`src/dcls_pkg.sv`:
```
// ----------------------------------------------------------------------------
// dcls_pkg: shared types and constants for the daisy-chain LED serializer
// Beat structs for both channels, the classified job handed from front to
// back, and sizing constants.
// ----------------------------------------------------------------------------
package dcls_pkg;

   localparam int DCLS_MAX_DEVICES = 4;
   localparam int FRAME_BITS       = 16;
   localparam int BIT_IDX_W        = $clog2(FRAME_BITS);
   localparam int QUEUE_DEPTH      = 2;

   localparam logic [2:0]  CSR_LENGTH_RESET = 3'd4;
   localparam logic [15:0] NOOP_FRAME       = 16'h0000;

   localparam logic KIND_BROADCAST = 1'b0;
   localparam logic KIND_TARGETED  = 1'b1;

   typedef struct packed {
      logic       kind;
      logic [2:0] target_device;
      logic [7:0] register_address;
      logic [7:0] data_byte;
   } req_type;

   typedef struct packed {
      logic serial_bit;
      logic last_bit;
   } rsp_type;

   // Classified write: frame, mode, clamped target and clamped chain length
   typedef struct packed {
      logic [FRAME_BITS-1:0] frame;
      logic                  kind;
      logic [2:0]            target;
      logic [2:0]            length;
   } job_type;

endpackage

```
`src/daisy_chain_led_driver_serializer.sv`:
```
// ----------------------------------------------------------------------------
// daisy_chain_led_driver_serializer: register write serializer for a chain
// of daisy-chained LED driver chips
// Usage:
//   req_ channel: one beat per register write (kind, target_device,
//     register_address, data_byte). Accepted when req_valid && !req_stall.
//   rsp_ channel: one beat per serial bit (serial_bit, last_bit), farthest
//     chip first, address byte then data byte, MSB first. last_bit marks the
//     final bit of a write; raise the load strobe after it.
//   csr_ port: csr_write_enable / csr_write_data set chain_length (reset 4);
//     write only while idle.
// The first bit passes through the job queue, the job register and the output
// register. The serializer shifts one bit per cycle while no stalled beat is
//   held, 16 bits per chip; queued writes follow each other without gaps.
// A two-entry job queue lets requests be taken while a write is shifting.
// Reset clears the queue, the serializer and the output valid flag, and sets
//   chain_length to 4. While rsp_stall is high the current bit holds and the
//   serializer waits; req_stall rises once the queue fills.
// ----------------------------------------------------------------------------
module daisy_chain_led_driver_serializer #(
   parameter int MAX_DEVICES = dcls_pkg::DCLS_MAX_DEVICES
) (
   input  logic              clock,
   input  logic              reset,
   input  logic              csr_write_enable,
   input  logic [2:0]        csr_write_data,
   input  logic              req_valid,
   output logic              req_stall,
   input  dcls_pkg::req_type req_data,
   output logic              rsp_valid,
   input  logic              rsp_stall,
   output dcls_pkg::rsp_type rsp_data
);
   import dcls_pkg::*;

   job_type front_job;
   job_type head_job;
   logic    queue_full;
   logic    queue_empty;
   logic    queue_pop;

   assign req_stall = queue_full;

   // Classify request beats
   dcls_front #(
      .MAX_DEVICES(MAX_DEVICES)
   ) u_front (
      .clock            (clock),
      .reset            (reset),
      .csr_write_enable (csr_write_enable),
      .csr_write_data   (csr_write_data),
      .req_data         (req_data),
      .job              (front_job)
   );

   // Buffer jobs
   dcls_queue u_queue (
      .clock    (clock),
      .reset    (reset),
      .push     (req_valid),
      .push_job (front_job),
      .full     (queue_full),
      .pop      (queue_pop),
      .empty    (queue_empty),
      .head_job (head_job)
   );

   // Shift bits out
   dcls_back #(
      .MAX_DEVICES(MAX_DEVICES)
   ) u_back (
      .clock       (clock),
      .reset       (reset),
      .queue_empty (queue_empty),
      .head_job    (head_job),
      .pop         (queue_pop),
      .rsp_valid   (rsp_valid),
      .rsp_stall   (rsp_stall),
      .rsp_data    (rsp_data)
   );

endmodule

```
`src/dcls_front.sv`:
```
// ----------------------------------------------------------------------------
// dcls_front: input stage of the serializer
// Holds the chain length register and turns each request beat into a job
// with the frame built and the chain length and target clamped.
// ----------------------------------------------------------------------------
module dcls_front #(
   parameter int MAX_DEVICES = dcls_pkg::DCLS_MAX_DEVICES
) (
   input  logic              clock,
   input  logic              reset,
   input  logic              csr_write_enable,
   input  logic [2:0]        csr_write_data,
   input  dcls_pkg::req_type req_data,
   output dcls_pkg::job_type job
);
   import dcls_pkg::*;

   localparam logic [2:0] MAX_LEN = 3'(MAX_DEVICES);

   logic [2:0] csr_length_ff;
   logic [2:0] csr_length_in;
   logic [2:0] length;
   logic [2:0] target;

   // Take a register write
   always_comb begin
      csr_length_in = csr_length_ff;
      if (csr_write_enable) begin
         csr_length_in = csr_write_data;
      end
   end

   always_ff @(posedge clock) begin
      if (reset) begin
         csr_length_ff <= CSR_LENGTH_RESET;
      end else begin
         csr_length_ff <= csr_length_in;
      end
   end

   // Clamp chain length to 1..MAX_DEVICES
   always_comb begin
      length = csr_length_ff;
      if (csr_length_ff == 3'd0) begin
         length = 3'd1;
      end else if (csr_length_ff > MAX_LEN) begin
         length = MAX_LEN;
      end
   end

   // Clamp target to 1..length
   always_comb begin
      target = req_data.target_device;
      if (req_data.target_device == 3'd0) begin
         target = 3'd1;
      end else if (req_data.target_device > length) begin
         target = length;
      end
   end

   // Build the job
   always_comb begin
      job.frame  = {req_data.register_address, req_data.data_byte};
      job.kind   = req_data.kind;
      job.target = target;
      job.length = length;
   end

endmodule

```
`src/dcls_queue.sv`:
```
// ----------------------------------------------------------------------------
// dcls_queue: short job queue between front and back
// Small register queue so the input side keeps taking beats while the
// serializer is still shifting an earlier write.
// ----------------------------------------------------------------------------
module dcls_queue (
   input  logic              clock,
   input  logic              reset,
   input  logic              push,
   input  dcls_pkg::job_type push_job,
   output logic              full,
   input  logic              pop,
   output logic              empty,
   output dcls_pkg::job_type head_job
);
   import dcls_pkg::*;

   localparam int PTR_W = $clog2(QUEUE_DEPTH);
   localparam int CNT_W = $clog2(QUEUE_DEPTH + 1);

   job_type             entry_ff [QUEUE_DEPTH];
   logic [PTR_W-1:0]    wr_ptr_ff;
   logic [PTR_W-1:0]    wr_ptr_in;
   logic [PTR_W-1:0]    rd_ptr_ff;
   logic [PTR_W-1:0]    rd_ptr_in;
   logic [CNT_W-1:0]    count_ff;
   logic [CNT_W-1:0]    count_in;
   logic                do_push;
   logic                do_pop;

   assign full     = (count_ff == CNT_W'(QUEUE_DEPTH));
   assign empty    = (count_ff == '0);
   assign do_push  = push && !full;
   assign do_pop   = pop && !empty;
   assign head_job = entry_ff[rd_ptr_ff];

   // Advance pointers and fill count
   always_comb begin
      wr_ptr_in = wr_ptr_ff;
      rd_ptr_in = rd_ptr_ff;
      count_in  = count_ff;
      if (do_push) begin
         wr_ptr_in = wr_ptr_ff + 1'b1;
      end
      if (do_pop) begin
         rd_ptr_in = rd_ptr_ff + 1'b1;
      end
      if (do_push && !do_pop) begin
         count_in = count_ff + 1'b1;
      end else if (do_pop && !do_push) begin
         count_in = count_ff - 1'b1;
      end
   end

   always_ff @(posedge clock) begin
      if (reset) begin
         wr_ptr_ff <= '0;
         rd_ptr_ff <= '0;
         count_ff  <= '0;
      end else begin
         wr_ptr_ff <= wr_ptr_in;
         rd_ptr_ff <= rd_ptr_in;
         count_ff  <= count_in;
      end
   end

   // Store the pushed job
   always_ff @(posedge clock) begin
      if (do_push) begin
         entry_ff[wr_ptr_ff] <= push_job;
      end
   end

   a_count_bound: assert property (@(posedge clock) disable iff (reset)
      count_ff <= CNT_W'(QUEUE_DEPTH))
      else $error("queue count above depth");

   a_push_only_grows: assert property (@(posedge clock) disable iff (reset)
      (do_push && !do_pop) |=> (count_ff == $past(count_ff) + 1'b1))
      else $error("queue count did not grow on push");

   a_ptr_gap: assert property (@(posedge clock) disable iff (reset)
      full |-> (wr_ptr_ff == rd_ptr_ff))
      else $error("queue pointers disagree with full count");

endmodule

```
`src/dcls_back.sv`:
```
// ----------------------------------------------------------------------------
// dcls_back: bit serializer
// Shifts each job out one bit per cycle unless a stalled beat is held, farthest
// chip first, MSB first, through an output register; flags each write's last bit.
// ----------------------------------------------------------------------------
module dcls_back #(
   parameter int MAX_DEVICES = dcls_pkg::DCLS_MAX_DEVICES
) (
   input  logic              clock,
   input  logic              reset,
   input  logic              queue_empty,
   input  dcls_pkg::job_type head_job,
   output logic              pop,
   output logic              rsp_valid,
   input  logic              rsp_stall,
   output dcls_pkg::rsp_type rsp_data
);
   import dcls_pkg::*;

   localparam logic [BIT_IDX_W-1:0] LAST_IDX = BIT_IDX_W'(FRAME_BITS - 1);

   job_type              job_ff;
   job_type              job_in;
   logic                 busy_ff;
   logic                 busy_in;
   logic [2:0]           chip_ff;
   logic [2:0]           chip_in;
   logic [BIT_IDX_W-1:0] bit_ff;
   logic [BIT_IDX_W-1:0] bit_in;
   logic                 rsp_valid_ff;
   logic                 rsp_valid_in;
   rsp_type              rsp_ff;
   rsp_type              rsp_in;
   logic                 advance;
   logic                 last;
   logic                 finish;
   logic [FRAME_BITS-1:0] word;

   assign advance = busy_ff && (!rsp_valid_ff || !rsp_stall);
   assign last    = (chip_ff == 3'd1) && (bit_ff == LAST_IDX);
   assign finish  = advance && last;
   assign pop     = !queue_empty && (!busy_ff || finish);

   // Pick the frame for the current chip
   always_comb begin
      word = job_ff.frame;
      if (job_ff.kind == KIND_TARGETED && chip_ff != job_ff.target) begin
         word = NOOP_FRAME;
      end
   end

   // Load the next job or step through bits and chips
   always_comb begin
      job_in  = job_ff;
      busy_in = busy_ff;
      chip_in = chip_ff;
      bit_in  = bit_ff;
      if (pop) begin
         job_in  = head_job;
         busy_in = 1'b1;
         chip_in = head_job.length;
         bit_in  = '0;
      end else if (finish) begin
         busy_in = 1'b0;
      end else if (advance) begin
         bit_in = bit_ff + 1'b1;
         if (bit_ff == LAST_IDX) begin
            chip_in = chip_ff - 3'd1;
         end
      end
   end

   // Hold the output beat until taken
   always_comb begin
      rsp_valid_in = rsp_valid_ff;
      rsp_in       = rsp_ff;
      if (advance) begin
         rsp_valid_in       = 1'b1;
         rsp_in.serial_bit  = word[LAST_IDX - bit_ff];
         rsp_in.last_bit    = last;
      end else if (!rsp_stall) begin
         rsp_valid_in = 1'b0;
      end
   end

   always_ff @(posedge clock) begin
      if (reset) begin
         busy_ff      <= 1'b0;
         rsp_valid_ff <= 1'b0;
      end else begin
         busy_ff      <= busy_in;
         rsp_valid_ff <= rsp_valid_in;
      end
   end

   always_ff @(posedge clock) begin
      job_ff  <= job_in;
      chip_ff <= chip_in;
      bit_ff  <= bit_in;
      rsp_ff  <= rsp_in;
   end

   assign rsp_valid = rsp_valid_ff;
   assign rsp_data  = rsp_ff;

   a_chip_range: assert property (@(posedge clock) disable iff (reset)
      busy_ff |-> (chip_ff != 3'd0 && chip_ff <= 3'(MAX_DEVICES)))
      else $error("chip index out of range while busy");

   a_finish_idle: assert property (@(posedge clock) disable iff (reset)
      (finish && !pop) |=> !busy_ff)
      else $error("serializer still busy after final bit");

   a_mid_busy: assert property (@(posedge clock) disable iff (reset)
      (advance && !last) |=> (busy_ff && rsp_valid_ff))
      else $error("serializer dropped a job mid-write");

endmodule
```
`config.mk`:
```
export PLATFORM = sky130hd
export DESIGN_NAME = daisy_chain_led_driver_serializer
export DESIGN_NICKNAME = d
export VERILOG_FILES = /design/src/dcls_pkg.sv /design/src/daisy_chain_led_driver_serializer.sv /design/src/dcls_front.sv /design/src/dcls_queue.sv /design/src/dcls_back.sv
export SDC_FILE = /design/constraint.sdc
export NUM_CORES = 1
export LEC_CHECK = 0
export BUFFER_PORTS_ARGS = -buffer_cell sky130_fd_sc_hd__buf_2
export CAP_MARGIN = 10
export CORE_ASPECT_RATIO = 0.9
export CORE_UTILIZATION = 55
export CTS_CLUSTER_SIZE = 40
export DETAILED_ROUTE_END_ITERATION = 10
export PLACE_DENSITY = 0.76
export SLEW_MARGIN = 20
export SYNTH_ARGS = -nofsm -noshare
export SYNTH_HDL_FRONTEND = slang
export SYNTH_SLANG_ARGS = --single-unit
export TNS_END_PERCENT = 5
```
`constraint.sdc`:
```
create_clock -name clock -period 2.4 [get_ports clock]
set_clock_uncertainty 0.2 [all_clocks]
set_input_delay 0.48 -clock clock [delete_from_list [all_inputs] [get_ports clock]]
set_output_delay 0.48 -clock clock [all_outputs]
set_load 0.005 [all_outputs]
```
==> reports/summary.txt <==
hold buffer count at CTS = 0
type of the worst min-delay path = in2reg
slowest stage delay, CP = 420 ps
# DRC = 0
Top delay family on crit path = adder cells
outcome = complete, no violations
routed len/inst = 15.5 um
slowest CP cell = edfxtp_1
Final ANT Viol Nets = 0
Final period util = 93.9%
I/O pins = 32
setup tns final = 0 ps
max-slew violations = 0
vias in the first global route = 1779
Final #Nets = 287
Syn Inst Count = 208
Slew HR = 69.1%
P&R area growth vs syn = 14.2%
CTS tree = done
hpwl dp = 3350 um
H-tree depth = 3
Worst-Margin Slew = 459 ps
final setup vio count = 0
Int Pwr = 3.17 mW
Via density = 5.40
Post-synth EDFFs = 71
critical path data required time = 2480 ps
placed cell area = 0.00374 mm^2
Final Hold Vio Count = 0
Crit. End Element = flop
syn_area_per_cell = 16.6 um^2
maximum clock insertion buffer count = 2
width of the die = 85.5 um
drt first-iter violations = 123
Peak VDD IR = 0.000459 V
Flop pwr share = 50.9%
Primary FF master, synth = edfxtp_1
Die Ht = 77.2 um
Clock transition at path regs = 90 ps
Final Power = 4.45 mW
Highest Clock Rate = 0.444 GHz
Final GP Congestion = 0.732
Layout fillers = 429
cell area after synthesis = 0.00345 mm^2
Core Box Area = 0.00608 mm^2
Worst Path Buf+Inv = 1
largest net degree at the start of global routing = 30
sequential share of the synthesized area = 69.9%
share of post-route cells with drive strength above 1 = 32.3%
hold_sp = req_data[6]
Port-buffer cells = 31
NetSw = 1.29 mW
Num CTS Buffers = 9
fin cells = 329
grt total ovfl = 0
asr flop ratio synth = 0%
Sw Share = 28.9%
diode count = 0
max-cap viol count = 0
initial antenna violation count = 0
Syn. warnings = 0
Critical Path Fanout Max = 3
Power Density = 1130 mW/mm^2
dpl cells = 313
first-pass GRT wire length = 8310 um
Synth cell types = 40
commonest non-fill, non-tap cell in the layout = edfxtp_1
DRT Pass-1 Iters = 4
critical-path cell list = inv_1 > ha_1 > nand3b_2 > o31ai_4 > o21ai_4 > ha_1 > or3_1 > a21oi_1
total track usage = 17.3%
die area = 0.00660 mm^2
Starting Density = 56.8%
RSZ-0062 raised after global routing = false
Sink Count = 85
postcts setup bufs = 0
most frequent cells in the layout = edfxtp_1 (71), buf_2 (31), mux2_2 (19), dfxtp_1 (14), nor2_1 (13)
via count = 1775
Clk pwr share = 22.4%
Yosys reg bits = 85
drt total wl = 5090 um
finished layout cell area = 0.00394 mm^2
startpoint types = flop
Final min period = 2250 ps
CP Launch Point = u_back.chip_ff[1]
combinational power share = 26.7%
Skew-Pair Late Insertion Delay = 350 ps
critical path arrival = 2340 ps
cts repair resizes = 0
std cell rows = 27
root buffer cell = clkbuf_8
Leak = 1.49 nW
Synth Net Count = 243
critical path class = reg2reg
CP most frequent cell = ha_1
worst r2r src = u_back.chip_ff[1]
-- Yosys cell counts, drive strengths merged (4+ instances only) --
library cell	count	area (um^2)
edfxtp	71	2130
ha	7	87.6
dfxtp	14	280
mux4	4	101
mux2i	10	100
nor2	14	52.6
inv	12	50.1
nand2	4	17.5
xor2	7	61.3
o211ai	4	30.0
mux2	22	255
-- worst reg2reg max path, stage by stage, from the launching register on --
cell and delay [ps]:
edfxtp_1 420, inv_1 110, ha_1 160, nand3b_2 110, o31ai_4 240, o21ai_4 120
ha_1 350, or3_1 350, a21oi_1 140
-- per-stage QoR --
| stage | utilization (%) | worst slack [ps] | hold slack, ps |
|---|---|---|---|
| after floorplan | - | 163 | 260 |
| after global placement | 61.5 | 203 | 266 |
| after detailed placement | 61.5 | 159 | 277 |
| after CTS | 64.7 | 109 | 96.4 |
| after global routing | 64.9 | 11.6 | 96.1 |
| final | 64.9 | 145 | 114 |
-- path summary, 6_finish.rpt --
kind / end / slack, ps / cells past startpoint
max: u_queue.count_ff[1] / 150 / 8
min: u_queue.entry_ff[1][13] / 110 / 1
max reg2reg: u_queue.count_ff[1] / 150 / 8
min reg2reg: u_queue.entry_ff[1][2] / 300 / 0
-- flip-flops by register name (all words and copies together) (netlist names), named ones only --
name	count
u_back.bit_ff	4
u_back.busy_ff	1
u_back.chip_ff	3
u_back.job_ff	20
u_back.rsp_data	2
u_back.rsp_valid	1
u_front.csr_length_ff	3
u_queue.count_ff	2
u_queue.entry_ff	46
u_queue.rd_ptr_ff	1
u_queue.wr_ptr_ff	1
-- per-layer routing --
metal  part of all wire, %  track usage [%]  vias to the layer above  wire, um
met4                   2.5             10.2                        0       127
met3                   2.8             3.34                       12       145
met1                    46             22.5                      855      2320
met5                     0                0                        -         0
li1                      -                -                      875         -
met2                    49             27.4                       33      2500
-- power by group through the flow --
stage	sequential [mW]	combinational, mW	clock, mW
finish	2.27	1.19	0.996
global route	2.30	1.31	1.07
CTS	2.27	1.21	1.01
detailed placement	2.30	1.19	0
global placement	2.28	1.17	0
floorplan	2.24	0.898	0
-- final cells by class --
cell class	instances	area [um^2]	share of cell area [%]
Inverter	12	50.0	1.27
Timing Repair Buffer	39	228	5.77
Clock inverter	7	72.6	1.84
Sequential cell	85	2410	61.2
Multi-Input combinational cell	105	967	24.5
Tap cell	72	90.1	2.28
Clock buffer	9	124	3.14
-- cells by family (layout without fill, tap and decap cells) --
family,count (synthesis),count (layout),synth area share (%)
multiplexers,36,36,13.2
flip-flops,85,85,69.9
buffers and inverters,18,67,2.39
XOR/XNOR,10,10,2.54
adder cells (fa/ha/maj),7,7,2.54
AND/OR/NAND/NOR,29,29,4.17
AO/OA/AOI/OAI,23,23,5.26
Power figures use the tool's default switching activity.
